==> src/sv/crp_pkg.sv <==
`timescale 1ns / 1ps
package crp_pkg;

  localparam int CORDIC_STAGES_DEF = 16;
  localparam int COORD_WIDTH_DEF   = 16;
  localparam int MAX_STAGES        = 24;

  localparam int ANGLE_W     = 16;
  localparam int Z_W         = 32;
  localparam int GUARD_BITS  = 8;
  localparam int HEAD_BITS   = 3;
  localparam int INV_GAIN_W  = 21;
  localparam int GAIN_SHIFT  = 28;

  // 1/K in units of 2^-20
  localparam logic signed [INV_GAIN_W-1:0] INV_GAIN = 21'sd636749;

  localparam logic signed [ANGLE_W-1:0] ANG_QUARTER = 16'sd16384;

  localparam logic KIND_RECT  = 1'b0;
  localparam logic KIND_POLAR = 1'b1;

  // atan(2^-i), 2^31 = pi
  localparam logic [Z_W-1:0] ATAN_TABLE [MAX_STAGES] = '{
    32'd536870912, 32'd316933406, 32'd167458907, 32'd85004756,
    32'd42667331,  32'd21354465,  32'd10679838,  32'd5340245,
    32'd2670163,   32'd1335087,   32'd667544,    32'd333772,
    32'd166886,    32'd83443,     32'd41722,     32'd20861,
    32'd10430,     32'd5215,      32'd2608,      32'd1304,
    32'd652,       32'd326,       32'd163,       32'd81
  };

  typedef struct packed {
    logic valid;
    logic polar;
    logic zero;
  } crp_ctrl_t;

endpackage

==> src/sv/crp_prep.sv <==
`timescale 1ns / 1ps
module crp_prep import crp_pkg::*; #(
  parameter int CW = COORD_WIDTH_DEF,
  parameter int IW = CW + GUARD_BITS + HEAD_BITS
) (
  input  logic                 clk,
  input  logic                 rst_n,
  input  logic                 en,
  input  logic                 in_valid,
  input  logic                 kind,
  input  logic signed [CW-1:0] a,
  input  logic signed [CW-1:0] b,
  output crp_ctrl_t            ctrl_r,
  output logic signed [IW-1:0] x_r,
  output logic signed [IW-1:0] y_r,
  output logic [Z_W-1:0]       z_r,
  output logic [CW-1:0]        pa_r,
  output logic [CW-1:0]        pb_r
);

  logic signed [CW:0]      a_e, b_e, neg_a, neg_b, xm, ym;
  logic [ANGLE_W-1:0]      t, t_f;
  logic                    fold, flip;
  crp_ctrl_t               ctrl_nxt;
  logic signed [IW-1:0]    x_nxt, y_nxt;
  logic [Z_W-1:0]          z_nxt;

  always_comb begin
    a_e   = (CW+1)'(a);
    b_e   = (CW+1)'(b);
    neg_a = -a_e;
    neg_b = -b_e;
    t     = ANGLE_W'($unsigned(b));
    fold  = ($signed(t) > ANG_QUARTER) || ($signed(t) < -ANG_QUARTER);
    // +-pi shift is a flip of the angle MSB
    t_f   = fold ? {~t[ANGLE_W-1], t[ANGLE_W-2:0]} : t;
    flip  = a[CW-1];
    if (kind == KIND_POLAR) begin
      xm    = fold ? neg_a : a_e;
      ym    = '0;
      z_nxt = {t_f, 16'b0};
    end else begin
      xm    = flip ? neg_a : a_e;
      ym    = flip ? neg_b : b_e;
      z_nxt = flip ? {1'b1, {(Z_W-1){1'b0}}} : '0;
    end
    x_nxt = IW'(xm) <<< GUARD_BITS;
    y_nxt = IW'(ym) <<< GUARD_BITS;
    ctrl_nxt.valid = in_valid;
    ctrl_nxt.polar = kind;
    ctrl_nxt.zero  = (kind == KIND_RECT) && (a == '0) && (b == '0);
  end

  always_ff @(posedge clk) begin
    if (!rst_n) begin
      ctrl_r <= '0;
    end else if (en) begin
      ctrl_r <= ctrl_nxt;
    end
  end

  always_ff @(posedge clk) begin
    if (en) begin
      x_r  <= x_nxt;
      y_r  <= y_nxt;
      z_r  <= z_nxt;
      pa_r <= a;
      pb_r <= b;
    end
  end

endmodule

==> config.mk <==
export PLATFORM = sky130hd
export DESIGN_NAME = crp_prep
export DESIGN_NICKNAME = d
export VERILOG_FILES = /design/src/sv/crp_pkg.sv /design/src/sv/crp_prep.sv
export SDC_FILE = /design/constraint.sdc
export NUM_CORES = 1
export LEC_CHECK = 0
export BUFFER_PORTS_ARGS = -buffer_cell sky130_fd_sc_hd__buf_2
export CAP_MARGIN = 0
export CELL_PAD_IN_SITES_DETAIL_PLACEMENT = 0
export CELL_PAD_IN_SITES_GLOBAL_PLACEMENT = 1
export CORE_MARGIN = 3
export CORE_UTILIZATION = 39
export CTS_BUF_LIST = sky130_fd_sc_hd__clkbuf_2
export CTS_CLUSTER_DIAMETER = 200
export CTS_CLUSTER_SIZE = 10
export DETAILED_ROUTE_END_ITERATION = 6
export GPL_TIMING_DRIVEN = 0
export HOLD_SLACK_MARGIN = 0.05
export MAX_ROUTING_LAYER = met4
export PLACE_DENSITY_LB_ADDON = 0.1
export SLEW_MARGIN = 10
export SYNTH_ARGS = -nofsm -noshare
export SYNTH_HDL_FRONTEND = slang
export SYNTH_SLANG_ARGS = --single-unit
==> constraint.sdc <==
create_clock -name clk -period 3.1 [get_ports clk]
set_clock_uncertainty 0.05 [all_clocks]
set_input_delay 0.155 -clock clk [delete_from_list [all_inputs] [get_ports clk]]
set_output_delay 0.155 -clock clk [all_outputs]
set_load 0.02 [all_outputs]
==> flow_metrics.py <==
metrics = {
    "clock_network": {
        "clk_latency_ps": 500,
        "clock_sinks": 84,
        "post_cts_resize_count": 0,
        "clk_pin_slew_ps": 220,
        "h-tree-depth": 3,
        "clock_path_buffers": 2,
        "numCtsBuffers": 9,
        "cts_tree": "built",
        "clock-root-buffer": "clkbuf_2",
    },
    "cells_and_area": {
        "area_delta_synth_final_pct": 35.41,
        "diodes": 0,
        "finalInstanceArea_um2": 5532,
        "nNetsFinal": 569,
        "layout-drive-gt1-share_pct": 35.83,
    },
    "route": {
        "drc_errors": 0,
        "post_drt_wl_per_cell_um": 13.66,
        "via_per_inst": 4.658,
        "firstDrtPassIters": 4,
        "vias": 3102,
        "wl_um": 9098,
        "drtIter0Drc": 71,
        "antenna_left": 0,
    },
    "place": {
        "dpl-instance-area_um2": 5024,
        "hpwl_um": 6376,
        "place_congestion": 0.7380,
        "port-buffer-count": 125,
    },
    "grt": {
        "antenna_found_initial": 0,
        "grt_max_degree": 57,
        "grt_pass1_wl_um": 13990,
        "grtUsageTotal_pct": 15.86,
        "grt_pass1_vias": 2841,
        "overflow": 0,
    },
    "run": {
        "drv_cap": 0,
    },
    "synth": {
        "yosysWarnings": 0,
        "synth.distinct_cells": 43,
        "synth_enable_flop_cells": 81,
        "synth_seq_cells": 84,
        "async_reset_ff_share_pct": 0,
        "synth-main-ff-cell": "edfxtp_1",
        "synth_area_um2": 4085,
        "syn_area_per_cell_um2": 12.65,
        "synth_cells": 323,
        "ys_seq_area_share_pct": 61.01,
    },
    "timing": {
        "drv_slew": 0,
        "setup_viol_count_final": 0,
        "rsz0062_at_grt": "false",
        "fin_setup_tns_ps": 0,
        "min_period_over_period_pct": 87.39,
        "finalHoldViolations": 0,
        "fmax_mhz": 369.1,
        "tightest_slew_ps": 1101,
        "slew_headroom_pct": 25.95,
        "fin_crit_ps": 2709,
    },
    "die": {
        "rows": 36,
        "ioPinCount": 158,
        "initial_core_util_pct": 40.85,
        "die-height_um": 108.3,
        "die-area_um2": 11740,
        "coreArea_um2": 10000,
        "die_w_um": 108.3,
    },
    "setup_path": {
        "reg2reg_setup_slack_ps": 1890,
        "cp-end-kind": "flip-flop",
        "required_ps": 3410,
        "critPathMaxFanout": 7,
        "cp.arrival_ps": 3020,
        "r2r_cells": 3,
        "start_kind": "primary input",
        "r2r_end": "ctrl_r[2]$_SDFFE_PN0P_",
        "critPathKind": "in2reg",
        "regToRegStartpoint": "ctrl_r[2]$_SDFFE_PN0P_",
    },
    "power": {
        "p_leak_nw": 2.376,
        "power_density_nw_per_um2": 469.1,
        "ir_drop_v": 0.0002379,
    },
    "hold_path": {
        "hold_path_end": "pb_r[15]$_DFFE_PP_",
        "whs_path_depth": 2,
        "holdCritStartpoint": "b[15]",
        "timing.hold.worst.class": "in2reg",
    },
    "outcome": {
        "status": "complete, no violations",
    },
}
==> repair_timing <==
item	CTS	global route
setup buffers	0	0
endpoints found under the hold margin	105	0
hold buffers	37	0
endpoints found under the setup margin	0	0
==> through the flow <==
stage               power (mW)  setup slack (ps)  hold WS, ps  cells  utilization [%]
finish                   2.595             390.9        325.2    666            55.32
global route             2.720             255.7        248.0    666            55.32
CTS                      2.629             409.7        265.1    666            55.32
detailed placement       1.933             391.8        307.0    613            50.24
global placement         1.927             444.7        305.6    612            49.94
floorplan                1.738             807.5        203.9    354                -
==> worst max-delay path: stages <==
cell and delay, ps:
dlygate4sd3_1 530, buf_2 160, or3_1 450, nor4_1 950, and3b_1 290, ha_1 230, and2_1 130, o22ai_1 120
==> synth_stat cells (all sizes together), types with 4 or more instances <==
master,instances,share of area (%)
o41ai,8,2.2
xnor2,4,0.86
a21o,8,1.5
clkbuf,11,1.0
nor3,10,1.2
o211ai,20,3.7
buf,40,7.6
and2,16,2.5
nand2,6,0.55
and3b,4,0.86
edfxtp,81,60
nor2b,5,0.77
or3,7,1.1
inv,11,1.0
nand3,8,0.98
or2,5,0.77
o21ai,12,1.5
ha,4,1.2
xor2,10,2.1
nor2,20,1.8
==> state kept, by name (all words and copies together) (netlist names) <==
register and cells:
pa_r 16, y_r 17, pb_r 16, z_r 16, ctrl_r 3, x_r 16
==> cells in the final DEF (no fill, tap or decap), types with 4 or more instances in the layout <==
cell           synthesis  layout
o21ai_0               12      12
nor3_1                10      10
inv_1                 11      11
dlygate4sd3_1          0      37
nor2b_1                5       5
nand3_1                8       8
clkbuf_2               0      10
o211ai_1              20      20
buf_4                 37      38
and2_1                15      15
xor2_1                10      10
ha_1                   4       4
xnor2_1                4       4
clkbuf_1              11      11
a21o_1                 8       8
buf_2                  0     124
edfxtp_1              81      81
and3b_1                4       4
conb_1                 1      32
or2_2                  5       5
nand2_1                6       6
or3_1                  7       7
o41ai_1                7       7
nor2_1                20      20
==> power breakdown <==
group	switching (mW)	internal [mW]
Combinational	0.347	0.217
Clock	0.384	0.270
Sequential	0.0235	1.35
==> cell type report <==
type	count	area, um2
clock buffer	10	50.05
sequential	84	2492
multi-input combinational	208	1315
clock inverter	6	87.58
inverter	11	41.29
buffer	51	352.8
tap	133	166.4
fill	911	4468
timing repair buffer	163	1026
==> worst max path at each step <==
stage | startpoint | to | slack [ps] | cells after the start
floorplan | b[0] | x_r[9]$_DFFE_PP_ | 810 | 7
global placement | a[3] | x_r[23]$_DFFE_PP_ | 440 | 7
detailed placement | a[3] | x_r[23]$_DFFE_PP_ | 390 | 7
CTS | a[3] | x_r[23]$_DFFE_PP_ | 410 | 8
global route | a[3] | x_r[23]$_DFFE_PP_ | 260 | 8
finish | a[3] | x_r[23]$_DFFE_PP_ | 390 | 8
==> layer usage <==
metal / vias up / wire length, um / GRT usage, %
met1: 1442 / 3881 / 19.83
met3: 10 / 591 / 3.701
met5: - / 0 / -
li1: 1541 / - / -
met2: 109 / 4520 / 26.02
met4: 0 / 106 / 4.328
==> cell families after synthesis <==
logic type | count (synthesis) | synth area share [%]
simple gates | 94 | 12.86
fa+ha+maj | 4 | 1.225
xor+xnor | 14 | 3.001
buf+inv | 62 | 9.648
other cells | 1 | 0.09180
flops | 84 | 61.01
compound gates | 60 | 11.15
mux | 4 | 1.011
(Power assumes the default switching activity.)
