<file path="src/sv/crp_pkg.sv">
`timescale 1ns / 1ps
package crp_pkg;

  localparam int CORDIC_STAGES_DEF = 16;
  localparam int COORD_WIDTH_DEF   = 16;
  localparam int MAX_STAGES        = 24;

  localparam int ANGLE_W     = 16;
  localparam int Z_W         = 32;
  localparam int GUARD_BITS  = 8;
  localparam int HEAD_BITS   = 3;
  localparam int INV_GAIN_W  = 21;
  localparam int GAIN_SHIFT  = 28;

  // 1/K in units of 2^-20
  localparam logic signed [INV_GAIN_W-1:0] INV_GAIN = 21'sd636749;

  localparam logic signed [ANGLE_W-1:0] ANG_QUARTER = 16'sd16384;

  localparam logic KIND_RECT  = 1'b0;
  localparam logic KIND_POLAR = 1'b1;

  // atan(2^-i), 2^31 = pi
  localparam logic [Z_W-1:0] ATAN_TABLE [MAX_STAGES] = '{
    32'd536870912, 32'd316933406, 32'd167458907, 32'd85004756,
    32'd42667331,  32'd21354465,  32'd10679838,  32'd5340245,
    32'd2670163,   32'd1335087,   32'd667544,    32'd333772,
    32'd166886,    32'd83443,     32'd41722,     32'd20861,
    32'd10430,     32'd5215,      32'd2608,      32'd1304,
    32'd652,       32'd326,       32'd163,       32'd81
  };

  typedef struct packed {
    logic valid;
    logic polar;
    logic zero;
  } crp_ctrl_t;

endpackage

</file>
<file path="src/sv/crp_post.sv">
`timescale 1ns / 1ps
module crp_post import crp_pkg::*; #(
  parameter int CW = COORD_WIDTH_DEF,
  parameter int IW = CW + GUARD_BITS + HEAD_BITS
) (
  input  logic                 clk,
  input  logic                 rst_n,
  input  logic                 en,
  input  crp_ctrl_t            ctrl_i,
  input  logic signed [IW-1:0] x_i,
  input  logic signed [IW-1:0] y_i,
  input  logic [Z_W-1:0]       z_i,
  input  logic [CW-1:0]        pa_i,
  input  logic [CW-1:0]        pb_i,
  output crp_ctrl_t            ctrl_r,
  output logic signed [CW-1:0] re_r,
  output logic signed [CW-1:0] im_r,
  output logic signed [CW:0]   mag_r,
  output logic [ANGLE_W-1:0]   ang_r
);

  localparam int PW = IW + INV_GAIN_W;
  localparam int RW = PW - GAIN_SHIFT;
  localparam logic signed [RW-1:0] CMAX   = RW'((64'sd1 <<< (CW-1)) - 64'sd1);
  localparam logic signed [RW-1:0] CMIN   = -CMAX - RW'(1);
  localparam logic signed [RW-1:0] MAGMAX = RW'((64'sd1 <<< CW) - 64'sd1);
  localparam logic signed [PW-1:0] HALF   = PW'(64'sd1 <<< (GAIN_SHIFT-1));

  // product stage
  crp_ctrl_t            ctrl_m_r;
  logic signed [PW-1:0] px_r, py_r;
  logic [Z_W-1:0]       zm_r;
  logic [CW-1:0]        pam_r, pbm_r;

  always_ff @(posedge clk) begin
    if (!rst_n) begin
      ctrl_m_r <= '0;
    end else if (en) begin
      ctrl_m_r <= ctrl_i;
    end
  end

  always_ff @(posedge clk) begin
    if (en) begin
      px_r  <= PW'(x_i) * PW'(INV_GAIN);
      py_r  <= PW'(y_i) * PW'(INV_GAIN);
      zm_r  <= z_i;
      pam_r <= pa_i;
      pbm_r <= pb_i;
    end
  end

  // round, clip, select
  logic signed [PW-1:0] sx, sy;
  logic signed [RW-1:0] rx, ry;
  logic signed [CW-1:0] re_nxt, im_nxt, cx, cy;
  logic signed [CW:0]   mag_nxt, mclip;
  logic [ANGLE_W-1:0]   ang_nxt;
  logic [Z_W-1:0]       zr;

  always_comb begin
    sx = px_r + HALF;
    sy = py_r + HALF;
    rx = RW'(sx >>> GAIN_SHIFT);
    ry = RW'(sy >>> GAIN_SHIFT);
    cx = (rx > CMAX) ? CW'(CMAX) : ((rx < CMIN) ? CW'(CMIN) : CW'(rx));
    cy = (ry > CMAX) ? CW'(CMAX) : ((ry < CMIN) ? CW'(CMIN) : CW'(ry));
    mclip = (rx < 0) ? '0 : ((rx > MAGMAX) ? (CW+1)'(MAGMAX) : (CW+1)'(rx));
    zr = zm_r + Z_W'(32'h0000_8000);
    if (ctrl_m_r.polar == KIND_POLAR) begin
      re_nxt  = cx;
      im_nxt  = cy;
      mag_nxt = (CW+1)'($signed(pam_r));
      ang_nxt = ANGLE_W'($unsigned(pbm_r));
    end else begin
      re_nxt  = $signed(pam_r);
      im_nxt  = $signed(pbm_r);
      mag_nxt = ctrl_m_r.zero ? '0 : mclip;
      ang_nxt = ctrl_m_r.zero ? '0 : zr[Z_W-1:Z_W-ANGLE_W];
    end
  end

  always_ff @(posedge clk) begin
    if (!rst_n) begin
      ctrl_r <= '0;
    end else if (en) begin
      ctrl_r <= ctrl_m_r;
    end
  end

  always_ff @(posedge clk) begin
    if (en) begin
      re_r  <= re_nxt;
      im_r  <= im_nxt;
      mag_r <= mag_nxt;
      ang_r <= ang_nxt;
    end
  end

endmodule

</file>
<file path="config.mk">
export PLATFORM = sky130hd
export DESIGN_NAME = crp_post
export DESIGN_NICKNAME = d
export VERILOG_FILES = /design/src/sv/crp_pkg.sv /design/src/sv/crp_post.sv
export SDC_FILE = /design/constraint.sdc
export NUM_CORES = 2
export LEC_CHECK = 0
export CAP_MARGIN = 20
export CORE_MARGIN = 2
export CORE_UTILIZATION = 33
export CTS_BUF_LIST = sky130_fd_sc_hd__clkbuf_4 sky130_fd_sc_hd__clkbuf_8
export DETAILED_ROUTE_END_ITERATION = 8
export DONT_BUFFER_PORTS = 1
export PLACE_DENSITY = 0.51
export SYNTH_ARGS = -nofsm -noshare
export SYNTH_HDL_FRONTEND = slang
export SYNTH_SLANG_ARGS = --single-unit
export TNS_END_PERCENT = 10
</file>
<file path="constraint.sdc">
create_clock -name clk -period 5.89 [get_ports clk]
set_clock_uncertainty 0.15 [all_clocks]
set_input_delay 0.2945 -clock clk [delete_from_list [all_inputs] [get_ports clk]]
set_output_delay 0.2945 -clock clk [all_outputs]
set_load 0.01 [all_outputs]
</file>
==> out/results.tsv <==
stage	metric	value	unit
cts	clock sink count	162	
global_route	maximum number of pins on one net before global-route repair	162	
hold_path	hold-critical path endpoint	py_r[47]	
synth	average cell area after synthesis	10.7	sq um
synth	Compound-Gate Fraction of Synth Area	7.06	%
worst_setup_path	worst path arrival time	5.89	ns
worst_setup_path	top cell family by delay on the critical path	adder cells	
synth	parity-gate share of the synthesized area counting xor and xnor cells	4.54	%
sta	worst slew pin tran	0.959	ns
worst_setup_path	standard cell with the maximum stage delay on the critical path	sky130_fd_sc_hd__fa_1	
placed_design	Placed Area	32400	sq um
sta	unrepaired setup endpoints after global routing	yes	
floorplan	std cell rows	107	
global_route	initial antenna violation count	3	
hold_path	Worst Hold Depth	2	
sta	slew margin rel.	35.7	%
route	first-iteration detailed-routing DRC count	712	
worst_setup_path	end of the worst register-to-register path	im_r[0]	
worst_setup_path	cell repeated most along the worst path	sky130_fd_sc_hd__fa_1	
synth	adder and majority gate portion of the synthesized area	55.8	%
worst_setup_path	sum of buffers and inverters on the critical path	2	
route	residual DRC count	0	
worst_setup_path	cell-by-cell trace of the critical path	ha_1 > inv_1 > fa_1 > fa_1 > inv_1 > fa_1 > fa_1 > fa_1 > fa_1 > ha_1 > a21o_1 > a21o_1 > a21o_1 > a22o_1 > a31oi_4 > o21ai_4 > a31o_4 > a2111o_1 > o2111ai_1	
sta	hold violation count in the final report	0	
final_layout	layout net count	4111	
placed_design	worst slack at placement	-0.390	ns
placed_design	count of input and output buffers	0	
floorplan	Boundary Pins	192	
floorplan	total die area	88800	sq um
final_layout	synthesis-to-layout area growth	17.7	%
synth	Mapped Nets	3763	
worst_setup_path	kind of critical path	in -> reg	
global_route	grt ovf	0	
synth	total of flip-flops plus latches after synthesis	162	
route	vias post-DR	19000	
cts	clock latency on the worst-skew pair	0.47	ns
synth	Netlist Area Pre-Place	28500	sq um
sta	Final Slew Violations	0	
final_layout	leading cell type in the layout, fill and taps excluded	sky130_fd_sc_hd__inv_1	
synth	simple-gate share of the synthesized area	4.64	%
worst_setup_path	worst reg2reg setup slack	2.28	ns
worst_setup_path	R2R Path Start	py_r[27]	
synth	number of enable flip-flop cells after synthesis	156	
cts	clock-pin transition on the worst setup and hold timing paths	0.10	ns
worst_setup_path	critical path capture point type	register	
worst_setup_path	slowest stage delay, CP	0.60	ns
cts	H-tree lvl count	4	
final_layout	Layout Cells excl Fill	4170	
final_layout	most frequent cells in the layout	793 x sky130_fd_sc_hd__inv_1, 491 x sky130_fd_sc_hd__fa_1, 443 x sky130_fd_sc_hd__ha_1, 293 x sky130_fd_sc_hd__buf_4, 156 x sky130_fd_sc_hd__edfxtp_1	
synth	async set or reset register ratio after synthesis	0	%
floorplan	placeable core region	85400	sq um
run_status	result of the run	finished clean	
synth	sequential share of the synthesized area	16.8	%
synth	commonest register cell after synthesis	sky130_fd_sc_hd__edfxtp_1	
worst_setup_path	type of origin of the critical path	primary input	
route	remaining antenna violation count	0	
synth	post-synth cell types	72	
cts	TritonCTS clock tree	done	
cts	maximum buffer depth of the clock tree	2	
sta	final worst-path cycle share	97.2	%
cts	number of buffers inserted during clock tree synthesis	17	
global_route	via count of the first global-routing pass	21500	
hold_path	Hold Startpoint	y_i[26]	
sta	top achievable clock speed	175	MHz
synth	multiplexer share of the synthesized area	0.281	%
synth	YS warnings	0	
final_layout	post-layout utilization of the core	39.3	%
global_route	Global Route Usage Sum	17.3	%
synth	combinational family with the most area after synthesis	adder cells	
floorplan	starting density of the core	33.4	%
synth	synthesized netlist cell count	2664	
placed_design	post-DP HPWL	66.3	mm
placed_design	post-placement cell count	4079	
global_route	global-route wire length before repair	120	mm
final_layout	fraction of layout instances using a drive strength above 1	13.5	%
job	count of max-cap constraint violations	0	
route	average via count per standard cell	4.55	
worst_setup_path	Crit path required time	6.06	ns
floorplan	Chip Height	298	microns
route	WL/cell	18.0	microns
placed_design	Final Wtd Congestion	0.893	
sta	final worst slack	0.166	ns
cts	clock tree root driver cell	sky130_fd_sc_hd__clkbuf_8	
floorplan	Die X	298	microns
final_layout	post-route cell area	33600	sq um
route	final wirelength	75.1	mm
hold_path	worst hold path class	in -> reg	
worst_setup_path	cells on worst reg2reg path	10	
sta	Finish-stage setup viols	0	
worst_setup_path	crit-path max FO	6	
route	Pre-Repair DR Iteration Count	5	
sta	min cycle time layout	5.72	ns
-- routing by layer --
layer  GRT usage, %  wire [microns]  vias up
met2           31.1           37800      261
met5              0              33        -
met3           2.08            2210       61
met1           22.8           34100     9550
li1               -               -     9106
met4           2.66             949        6
-- per-stage QoR --
step                      hold slack, ns  TNS (ns)
after global routing              0.0480   -0.0211
after CTS                         0.0218         0
after global placement             0.243     -6.97
after floorplan                    0.243    -0.158
final                             0.0837         0
after detailed placement           0.243     -7.12
-- layout make-up --
class	instances	area (sq um)
Tap cell	1144	1430
Multi-Input combinational cell	1685	21200
Antenna cell	1	2.50
Fill cell	8475	51800
Clock buffer	18	248
Sequential cell	162	4810
Timing Repair Buffer	348	2770
Clock inverter	14	165
Inverter	798	3000
-- cells by family after synthesis --
family | Yosys count
fa+ha+maj | 975
buf+inv | 817
compound gates | 297
simple gates | 257
flops | 162
xor+xnor | 148
mux | 8
-- how the worst max path moves through the flow --
stage	start	end	slack [ns]	depth (start not counted)
global route	y_i[6]	py_r[41]	-0.02	21
detailed placement	y_i[15]	py_r[42]	-0.39	20
CTS	y_i[15]	py_r[42]	0.11	20
floorplan	y_i[22]	py_r[42]	-0.05	22
finish	x_i[19]	px_r[43]	0.17	19
global placement	y_i[5]	py_r[41]	-0.44	22
-- state kept, by name, summed over array words and instances (netlist names) --
| name | count |
|---|---|
| re_r | 16 |
| ctrl_r | 3 |
| im_r | 16 |
| pbm_r | 16 |
| ang_r | 16 |
| px_r | 21 |
| ctrl_m_r | 3 |
| zm_r | 17 |
| py_r | 21 |
| mag_r | 17 |
| pam_r | 16 |
-- repair_timing --
item / 4_1_cts / 5_1_grt
hold buffers: 55 / 0
endpoints found under the setup margin: 0 / 15
resized for setup: 0 / 32
endpoints found under the hold margin: 211 / 0
setup buffers: 0 / 3
-- cell usage after synthesis, drive strengths merged (25+ instances only) --
cell,count,area [sq um]
edfxtp,156,4680
nand3,33,170
xor2,81,709
xnor2,67,587
a21oi,90,454
inv,798,3000
nor2,44,165
o21a,25,188
a21o,29,218
nand2,67,251
ha,479,5990
o21ai,52,275
fa,496,9930
Power is left out: the tool's default activity adds up to more than one toggle a clock period on the data nets, which glitch-free logic cannot reach.
