`src/sv/crp_pkg.sv`:
```
`timescale 1ns / 1ps
package crp_pkg;

  localparam int CORDIC_STAGES_DEF = 16;
  localparam int COORD_WIDTH_DEF   = 16;
  localparam int MAX_STAGES        = 24;

  localparam int ANGLE_W     = 16;
  localparam int Z_W         = 32;
  localparam int GUARD_BITS  = 8;
  localparam int HEAD_BITS   = 3;
  localparam int INV_GAIN_W  = 21;
  localparam int GAIN_SHIFT  = 28;

  // 1/K in units of 2^-20
  localparam logic signed [INV_GAIN_W-1:0] INV_GAIN = 21'sd636749;

  localparam logic signed [ANGLE_W-1:0] ANG_QUARTER = 16'sd16384;

  localparam logic KIND_RECT  = 1'b0;
  localparam logic KIND_POLAR = 1'b1;

  // atan(2^-i), 2^31 = pi
  localparam logic [Z_W-1:0] ATAN_TABLE [MAX_STAGES] = '{
    32'd536870912, 32'd316933406, 32'd167458907, 32'd85004756,
    32'd42667331,  32'd21354465,  32'd10679838,  32'd5340245,
    32'd2670163,   32'd1335087,   32'd667544,    32'd333772,
    32'd166886,    32'd83443,     32'd41722,     32'd20861,
    32'd10430,     32'd5215,      32'd2608,      32'd1304,
    32'd652,       32'd326,       32'd163,       32'd81
  };

  typedef struct packed {
    logic valid;
    logic polar;
    logic zero;
  } crp_ctrl_t;

endpackage

```
`src/sv/crp_cordic_stage.sv`:
```
`timescale 1ns / 1ps
module crp_cordic_stage import crp_pkg::*; #(
  parameter int CW    = COORD_WIDTH_DEF,
  parameter int IW    = CW + GUARD_BITS + HEAD_BITS,
  parameter int SHIFT = 0
) (
  input  logic                 clk,
  input  logic                 rst_n,
  input  logic                 en,
  input  crp_ctrl_t            ctrl_i,
  input  logic signed [IW-1:0] x_i,
  input  logic signed [IW-1:0] y_i,
  input  logic [Z_W-1:0]       z_i,
  input  logic [CW-1:0]        pa_i,
  input  logic [CW-1:0]        pb_i,
  output crp_ctrl_t            ctrl_r,
  output logic signed [IW-1:0] x_r,
  output logic signed [IW-1:0] y_r,
  output logic [Z_W-1:0]       z_r,
  output logic [CW-1:0]        pa_r,
  output logic [CW-1:0]        pb_r
);

  localparam logic [Z_W-1:0] ATAN = ATAN_TABLE[SHIFT];

  logic signed [IW-1:0] dx, dy, x_nxt, y_nxt;
  logic [Z_W-1:0]       z_nxt;
  logic                 pos;

  always_comb begin
    dx  = y_i >>> SHIFT;
    dy  = x_i >>> SHIFT;
    // vectoring drives y to zero, rotation drives z to zero
    pos = ctrl_i.polar ? !z_i[Z_W-1] : y_i[IW-1];
    if (pos) begin
      x_nxt = x_i - dx;
      y_nxt = y_i + dy;
      z_nxt = z_i - ATAN;
    end else begin
      x_nxt = x_i + dx;
      y_nxt = y_i - dy;
      z_nxt = z_i + ATAN;
    end
  end

  always_ff @(posedge clk) begin
    if (!rst_n) begin
      ctrl_r <= '0;
    end else if (en) begin
      ctrl_r <= ctrl_i;
    end
  end

  always_ff @(posedge clk) begin
    if (en) begin
      x_r  <= x_nxt;
      y_r  <= y_nxt;
      z_r  <= z_nxt;
      pa_r <= pa_i;
      pb_r <= pb_i;
    end
  end

endmodule

```
`config.mk`:
```
export PLATFORM = sky130hd
export DESIGN_NAME = crp_cordic_stage
export DESIGN_NICKNAME = d
export VERILOG_FILES = /design/src/sv/crp_pkg.sv /design/src/sv/crp_cordic_stage.sv
export SDC_FILE = /design/constraint.sdc
export NUM_CORES = 1
export LEC_CHECK = 0
export BUFFER_PORTS_ARGS = -buffer_cell sky130_fd_sc_hd__buf_2
export CELL_PAD_IN_SITES_DETAIL_PLACEMENT = 1
export CELL_PAD_IN_SITES_GLOBAL_PLACEMENT = 1
export CORE_AREA = 4 4 146 148
export DETAILED_ROUTE_END_ITERATION = 8
export DIE_AREA = 0 0 150 152
export PLACE_DENSITY = 0.91
export SYNTH_ARGS = -nofsm -noshare
export SYNTH_HDL_FRONTEND = slang
export SYNTH_SLANG_ARGS = --single-unit
```
`constraint.sdc`:
```
create_clock -name clk -period 4.65 [get_ports clk]
set_clock_uncertainty 0.15 [all_clocks]
set_input_delay 1.395 -clock clk [delete_from_list [all_inputs] [get_ports clk]]
set_output_delay 1.395 -clock clk [all_outputs]
set_load 0.01 [all_outputs]
```
==> reports/metrics.yaml, run 1 <==
status: "complete, no violations"
maxCapViolations: 0
p_leak_uw: 0.00459
synth_area_per_cell_um2: 10.2
finish.net_count: 1235
end_kind: "flip-flop"
cp_data_arrival_time_ps: 4260
wl_per_cell_um: 20.5
io_buffer_count: 244
die_y_um: 152
period_share: 0.918
gp_congestion: 0.901
grt_pass1_wl_um: 41300
start_kind: "primary input"
min_path_type: "reg2reg"
synth_edf_count: 117
wl_met2_um: 13100
gr-total-overflow: 0
stdcell_count: 1312
switching_share: 0.321
p_int_uw: 2490
dieWidth_um: 150
postCtsSetupBuffers: 0
n_antenna_cell: 0
drc: 0
drt-pass1-iter-count: 5
slew_headroom: 0.478
ys.warnings.count: 0
power_uw: 3670
cts_hold_buffers: 0
vias_per_cell: 5.36
grt_pass1_vias: 7182
synth_area_mm2: 0.00790
cts_tree: "done"
clk_latency_ps: 400
drive_gt1_frac: 0.304
met1_length_um: 11200
p_per_area_mw_per_mm2: 364
crit_fanout: 3
post-place-cells: 1280
track_usage: 0.230
core_mm2: 0.0200
path_clk_slew_ps: 60
wl_um: 26900
rsz0062_at_grt: "false"
synthCells: 771
hold_violations: 0
cts_buffer_depth: 2
areaGrowthSynthToFinish_pct: 27.8
fmax_ghz: 0.234
final-max-slew-violation-count: 0
start_util: 0.394
worst_hold_slack_ps: 400
setup_tns_ps: 0
peakVddDrop_v: 0.000243
switching_power_uw: 1180
cts-root-buf: "clkbuf_16"
final_common_cell: "buf_2"
dieArea_mm2: 0.0228
synthFlopType: "edfxtp_1"
yosysSeqAreaShare: 0.453
boundaryPins: 245
htreeDepth: 4
p_clk_frac: 0.346
cts_resized: 0
period_minus_slack_ps: 4270
vias: 7035
cp_data_required_time_ps: 4640
comb_power_share: 0.271
wl_met3_um: 2060
drt_iter0_markers: 538
synth_cell_types: 65
grt_max_degree: 64
rows: 52
worst_pin_slew_ps: 784
cts.sinks: 120
ys_ff_latch: 120
setup_violations: 0
syn_nets: 977
ant_nets: 0
numCtsBuffers: 17
criticalPathCategory: "in2reg"
most-common-layout-cells: "buf_2, edfxtp_1, a21oi_1"
async_reset_ff_frac: 0
pwr-share-seq: 0.383
grt_antenna_before_repair: 0
top_layer_used: "met4"
dp_hpwl_um: 21700
-- cell usage after synthesis, types with 7 or more instances --
master,count,area (µm²)
clkbuf_1,15,56.3
xnor2_1,44,385
nor2b_1,11,68.8
buf_2,9,45.0
a21o_1,22,165
ha_1,78,976
a21oi_1,87,435
o211ai_1,7,52.6
mux2i_1,11,110
buf_1,7,26.3
a211oi_1,12,90.1
nor2_1,55,206
nand3_1,16,80.1
edfxtp_1,117,3510
o21ai_0,45,225
nand2_1,33,124
o21bai_1,13,97.6
nor3_1,15,75.1
xor2_1,9,78.8
inv_1,79,297
-- logic make-up (layout without fill, tap and decap cells) --
kind of cell | after synthesis | after routing | synth area share
adders and majority gates | 82 | 82 | 0.134
and+or+nand+nor | 154 | 154 | 0.0922
DFF | 120 | 120 | 0.453
muxes | 11 | 11 | 0.0139
buffers and inverters | 114 | 385 | 0.0570
AOI/OAI and AO/OA | 237 | 237 | 0.192
xor gates and xnor gates | 53 | 53 | 0.0588
-- sequential cells by signal, summed over array words and instances, names as in the netlist --
signal  cells
ctrl_r      3
pa_r       16
pb_r       16
x_r        26
y_r        27
z_r        32
-- final timing paths --
| path | from | end | slack [ps] | cells past startpoint |
|---|---|---|---|---|
| min reg2reg | ctrl_r[0] | ctrl_r[0] | 400 | 2 |
| max reg2reg | ctrl_r[2] | ctrl_r[2] | 3870 | 2 |
| min | ctrl_r[0] | ctrl_r[0] | 400 | 2 |
| max | x_i[0] | x_r[26] | 380 | 12 |
-- final cells by class --
| type | count | area, µm² |
|---|---|---|
| clock buffer | 17 | 425 |
| clock inverter | 15 | 143 |
| timing repair buffer | 272 | 1430 |
| multi-input combinational | 537 | 3870 |
| sequential | 120 | 3570 |
| fill | 2333 | 9950 |
| tap | 270 | 338 |
| inverter | 81 | 304 |
-- layer usage --
metal | up-vias | global-route usage
li1 | 3284 | -
met1 | 3430 | 0.300
met2 | 289 | 0.388
met3 | 32 | 0.0438
met4 | 0 | 0.0697
met5 | - | 0
-- power by group through the flow --
stage / Clock [µW] / Sequential (µW) / Combinational, µW
6_report: 1270 / 1410 / 995
5_1_grt: 1350 / 1420 / 1080
3_3_place_gp: 0 / 1420 / 954
3_5_place_dp: 0 / 1430 / 983
4_1_cts: 1300 / 1410 / 989
2_1_floorplan: 0 / 1490 / 478
-- critical path: stages --
cell and delay (ps):
buf_2 120, ha_1 240, fa_1 440, nor3b_1 180
o311ai_1 290, a31oi_1 190, o21ai_0 370, a211oi_1 160
a211oi_1 380, o22a_1 230, o211ai_1 90, xor2_1 170
-- stage by stage --
stage / setup slack [ps] / instance area (µm²) / utilization
6_report: 383 / 10100 / 0.504
3_3_place_gp: 163 / 9520 / 0.475
4_1_cts: 428 / 10100 / 0.504
5_1_grt: 229 / 10100 / 0.504
2_1_floorplan: 673 / 7900 / -
3_5_place_dp: 35.4 / 9520 / 0.475
Power figures use the tool's default switching activity.
==> run 2, diff against run 1 <==
--- a/config.mk
+++ b/config.mk
@@ -11,7 +11,7 @@
 export CORE_AREA = 4 4 146 148
 export DETAILED_ROUTE_END_ITERATION = 8
 export DIE_AREA = 0 0 150 152
-export PLACE_DENSITY = 0.91
+export PLACE_DENSITY = 0.86
 export SYNTH_ARGS = -nofsm -noshare
 export SYNTH_HDL_FRONTEND = slang
 export SYNTH_SLANG_ARGS = --single-unit
==> run 2 against run 1 <==
  * First-iteration DRC count down 8.7%
  * Global-route usage down 0.50 points
  * Final area up 0.26%
  * Critical endpoint is now y_r[26]
  * Clock power up 4%
  * Sequential share of layout area down 0.092 points
  * Utilization up 0.13 points
  * Power up 1.1%
==> reports/metrics.yaml, run 2 (synthesized netlist as in run 1, its figures left out) <==
wl_um: 26200
r2r_end: "ctrl_r[0]"
dp_hpwl_um: 21300
rows: 52
most-common-layout-cells: "buf_2, edfxtp_1, a21oi_1"
hold_violations: 0
postCtsSetupBuffers: 0
drt-pass1-iter-count: 5
pwr-share-seq: 0.379
ant_nets: 0
drive_gt1_frac: 0.304
drc: 0
cts_hold_buffers: 0
criticalPathCategory: "in2reg"
comb_power_share: 0.266
peakVddDrop_v: 0.000241
boundaryPins: 245
crit_family: "compound AO/OA/AOI/OAI gates"
path_buf_inv: 2
cpPeakStageDelay_ps: 450
min_path_type: "reg2reg"
p_clk_frac: 0.355
path_clk_slew_ps: 60
fillCellCount: 2318
cts_resized: 0
finish.net_count: 1234
track_usage: 0.225
areaGrowthSynthToFinish_pct: 28.1
crit_fanout: 3
slew_headroom: 0.520
start_util: 0.394
io_buffer_count: 244
dieArea_mm2: 0.0228
r2r_slack_ps: 3870
largest_reg_flops: 32
placed_area_mm2: 0.00953
die_y_um: 152
gr-total-overflow: 0
setup_violations: 0
critical_path.cell_chain: "buf_2 > inv_1 > ha_1 > fa_1 > nand2b_1 > a21oi_1 > a211oi_1 > a211oi_1 > a41o_1 > a21o_1 > o221ai_1 > a21boi_1 > xor2_1"
reg2regPathDepth: 2
status: "complete, no violations"
design_area_mm2: 0.0101
drt_iter0_markers: 491
final-max-slew-violation-count: 0
grt_pass1_vias: 7125
cts-root-buf: "clkbuf_16"
vias: 6969
switching_power_uw: 1160
grt_antenna_before_repair: 1
stdcell_count: 1311
dieWidth_um: 150
top_regs: "z_r x32, y_r x27, x_r x26"
grt_pass1_wl_um: 40100
fmax_ghz: 0.237
cp_data_required_time_ps: 4640
cts_tree: "done"
reg2reg_from: "ctrl_r[0]"
wl_per_cell_um: 20.0
cts_buffer_depth: 2
vias_per_cell: 5.32
end_kind: "flip-flop"
cp_common_cell: "a211oi_1"
p_per_area_mw_per_mm2: 367
cp_data_arrival_time_ps: 4200
period_share: 0.906
cts.sinks: 120
maxCapViolations: 0
switching_share: 0.313
gp_congestion: 0.906
start_kind: "primary input"
core_mm2: 0.0200
clk_latency_ps: 410
p_int_uw: 2550
rsz0062_at_grt: "false"
holdPathStages: 2
n_antenna_cell: 0
grt_max_degree: 64
period_minus_slack_ps: 4210
setup_tns_ps: 0
hp-start: "ctrl_r[2]"
p_leak_uw: 0.00460
worst_pin_slew_ps: 720
htreeDepth: 4
min_delay_worst_endpoint: "ctrl_r[2]"
final_common_cell: "buf_2"
cp_slowest_cell: "a211oi_1"
top_register: "z_r"
post-place-cells: 1279
numCtsBuffers: 17
## run 2: cell types whose count changed in the layout (fill, tap and decap cells not counted), sizes merged
cell    before  now
clkinv       7    3
inv         85   87
buf        272  271
bufinv       1    2
clkbuf      17   18
## run 2: worst reg2reg max path, cell delays in order, from the launching register on
cell	delay, ps
dfxtp_1	320
mux2i_1	140
nor2b_1	60
## run 2: stage by stage
step / hold slack (ps) / power, µW / setup WS, ps / utilization
final: 379 / 3710 / 438 / 0.505
after global routing: 421 / 3900 / 358 / 0.505
after CTS: 381 / 3740 / 517 / 0.505
after detailed placement: 368 / 2410 / 134 / 0.475
after global placement: 342 / 2370 / 185 / 0.475
after floorplan: 388 / 1970 / 673 / -
## run 2: layout make-up
cell class | count | area [µm²] | share of cell area
Clock buffer | 18 | 429 | 0.0424
Clock inverter | 14 | 160 | 0.0158
Multi-Input combinational cell | 537 | 3870 | 0.383
Inverter | 81 | 304 | 0.0301
Sequential cell | 120 | 3570 | 0.353
Tap cell | 270 | 338 | 0.0334
Timing Repair Buffer | 271 | 1440 | 0.142
## run 2: layer usage
layer,share of wire,routed length (µm),GRT usage,vias to the layer above
li1,-,-,-,3277
met1,0.42,11000,0.291,3384
met2,0.49,12900,0.385,272
met3,0.073,1910,0.0435,34
met4,0.016,418,0.0623,2
met5,0.00046,12,0,-
## run 2: how the worst max path moves through the flow
stage	from	end	slack, ps	depth (start not counted)
detailed placement	x_i[0]	x_r[26]	130	12
global route	y_i[0]	y_r[26]	360	13
global placement	x_i[0]	x_r[26]	180	12
finish	y_i[0]	y_r[26]	440	13
floorplan	x_i[8]	x_r[23]	670	11
CTS	x_i[0]	x_r[24]	520	12
## run 2: power groups by stage
stage / sequential [µW] / combinational (µW) / clock [µW]
2_1_floorplan: 1490 / 478 / 0
3_3_place_gp: 1420 / 949 / 0
3_5_place_dp: 1430 / 977 / 0
4_1_cts: 1410 / 982 / 1350
5_1_grt: 1420 / 1070 / 1410
6_report: 1410 / 987 / 1320
==> run 3, diff against run 2 <==
--- a/config.mk
+++ b/config.mk
@@ -5,13 +5,15 @@
 export SDC_FILE = /design/constraint.sdc
 export NUM_CORES = 1
 export LEC_CHECK = 0
+export ABC_AREA = 1
 export BUFFER_PORTS_ARGS = -buffer_cell sky130_fd_sc_hd__buf_2
 export CELL_PAD_IN_SITES_DETAIL_PLACEMENT = 1
 export CELL_PAD_IN_SITES_GLOBAL_PLACEMENT = 1
-export CORE_AREA = 4 4 146 148
+export CORE_AREA = 4 4 164 166
+export CTS_BUF_LIST = sky130_fd_sc_hd__clkbuf_8
 export DETAILED_ROUTE_END_ITERATION = 8
-export DIE_AREA = 0 0 150 152
-export PLACE_DENSITY = 0.86
+export DIE_AREA = 0 0 168 170
+export PLACE_DENSITY = 0.87
 export SYNTH_ARGS = -nofsm -noshare
 export SYNTH_HDL_FRONTEND = slang
 export SYNTH_SLANG_ARGS = --single-unit
==> run 3 against run 2 <==
  * Final cell count up 47%
  * Register-to-register slack got worse by 20 ps
  * Combinational power rose by 22%
  * Die area rose by 25%
  * Final area grew 18%
  * Clock-buffer cell count down 1
  * Hold slack worse by 6.5 ps
  * Critical path type unchanged
  * Utilization shrank 3.7 points
  * Critical endpoint is now y_r[18]
  * Clock power shrank 14%
  * Maximum frequency increased by 23%
  * Via count is 42% higher
  * Critical path depth is 3 lower
==> reports/metrics.yaml, run 3 <==
multi_input_comb_area_mm2: 0.00537
postCtsSetupBuffers: 0
synthFlopType: "edfxtp_1"
slew_headroom: 0.425
design_area_mm2: 0.0120
p_per_area_mw_per_mm2: 309
holdPathStages: 2
pwr-share-seq: 0.372
wl_um: 36200
hold_violations: 0
cts.sinks: 120
reg2regPathDepth: 2
worst_pin_slew_ps: 863
synth_common_cells: "nand2_1, inv_1, edfxtp_1, nand3_1, ha_1"
p_leak_uw: 0.00617
cts_hold_buffers: 0
cts_resized: 0
grt_pass1_vias: 10300
period_minus_slack_ps: 3440
top_regs: "z_r x32, y_r x27, x_r x26"
vias: 9916
rsz0062_at_grt: "false"
stdcell_count: 1923
async_reset_ff_frac: 0
vias_per_cell: 5.16
power_uw: 3700
synth_edf_count: 117
drive_gt1_frac: 0.254
synthCells: 1341
post-place-cells: 1891
cp_data_arrival_time_ps: 3470
rows: 59
start_util: 0.394
criticalPathCategory: "in2reg"
setup_tns_ps: 0
wl_per_cell_um: 18.8
end_kind: "flip-flop"
clk_latency_ps: 430
status: "complete, no violations"
finish.net_count: 1781
min_path_type: "reg2reg"
grt_antenna_before_repair: 0
drt_iter0_markers: 453
gr-total-overflow: 0
htreeDepth: 4
ant_nets: 0
n_antenna_cell: 0
cts-root-buf: "clkbuf_8"
placed_area_mm2: 0.0115
cts_buffer_depth: 2
gp_congestion: 0.956
yosysSeqAreaShare: 0.354
areaGrowthSynthToFinish_pct: 18.6
final-seq-area_mm2: 0.00357
maxCapViolations: 0
cts_tree: "done"
grt_pass1_wl_um: 55600
die_y_um: 170
p_clk_frac: 0.304
ys.warnings.count: 0
dp_hpwl_um: 30100
top_register: "z_r"
yosysMostFrequentCell: "nand2_1"
ys_ff_latch: 120
yosysTopAreaCell: "edfxtp_1"
dieArea_mm2: 0.0286
track_usage: 0.248
path_clk_slew_ps: 90
final-max-slew-violation-count: 0
switching_power_uw: 1380
p_int_uw: 2330
synth_area_mm2: 0.0101
final_common_cell: "nand2_1"
largest_reg_flops: 32
netlist.area_leader.share: 0.348
drc: 0
grt_max_degree: 64
setup_violations: 0
fmax_ghz: 0.291
start_kind: "primary input"
comb_power_share: 0.324
ys_top_cells_by_area: "edfxtp_1, nand2_1, ha_1"
switching_share: 0.372
boundaryPins: 245
peakVddDrop_v: 0.000196
most-common-layout-cells: "nand2_1, buf_2, inv_1"
crit_fanout: 11
drt-pass1-iter-count: 4
dieWidth_um: 168
syn_nets: 1547
period_share: 0.739
numCtsBuffers: 17
fillCellCount: 3331
synth_area_per_cell_um2: 7.53
io_buffer_count: 244
synth_cell_types: 38
core_mm2: 0.0256
cp_data_required_time_ps: 4680
-- run 3: changes by cell type after synthesis, moves of 24 or more --
cell and delta:
nand3_1 +100, nand4_1 +24, nand2_1 +360, xnor2_1 -44, nor2_2 +25, inv_1 +134, inv_2 +25
-- run 3: power by group through the flow --
stage	clock network [µW]	registers [µW]	logic, µW
after floorplan	0	1460	682
after global placement	0	1400	1160
after detailed placement	0	1400	1190
after CTS	1150	1380	1200
after global routing	1200	1390	1320
final	1130	1380	1200
-- run 3: routing by layer --
metal / track usage / part of all wire / vias up
li1: - / - / 4751
met1: 0.306 / 0.42 / 4793
met2: 0.451 / 0.50 / 322
met3: 0.0332 / 0.053 / 50
met4: 0.0727 / 0.026 / 0
met5: 0 / 0 / -
-- run 3: layout make-up --
| class | count | share of cell area |
|---|---|---|
| Clock buffer | 17 | 0.0195 |
| Timing Repair Buffer | 249 | 0.106 |
| Multi-Input combinational cell | 946 | 0.448 |
| Tap cell | 335 | 0.0350 |
| Clock inverter | 15 | 0.0175 |
| Sequential cell | 120 | 0.298 |
| Inverter | 241 | 0.0755 |
-- run 3: critical path, cell delays in order --
cell      delay [ps]
buf_2            120
inv_1             50
ha_1             790
o21bai_1         330
a21oi_1          200
nand2_1          130
inv_1            110
nand3_1          100
nand3_1          130
nand2_1          100
-- run 3: final timing paths --
| check | start | end | slack [ps] |
|---|---|---|---|
| worst max-delay path | x_i[17] | y_r[18] | 1210 |
| worst min-delay path | ctrl_r[1] | ctrl_r[1] | 370 |
| worst max register to register | ctrl_r[0] | ctrl_r[0] | 3850 |
| worst min register to register | ctrl_r[1] | ctrl_r[1] | 370 |
-- run 3: cell families after synthesis --
group,synth area share
and+or+nand+nor,0.317
buffers and inverters,0.116
AOI/OAI and AO/OA,0.0881
DFF,0.354
adders and majority gates,0.105
xor gates and xnor gates,0.0172
muxes,0.00396
-- run 3: metrics by stage --
step,utilization,hold WS (ps),worst slack (ps)
3_5_place_dp,0.450,353,818
3_3_place_gp,0.450,336,836
6_report,0.468,372,1210
2_1_floorplan,-,383,1540
5_1_grt,0.468,460,1110
4_1_cts,0.468,375,1280
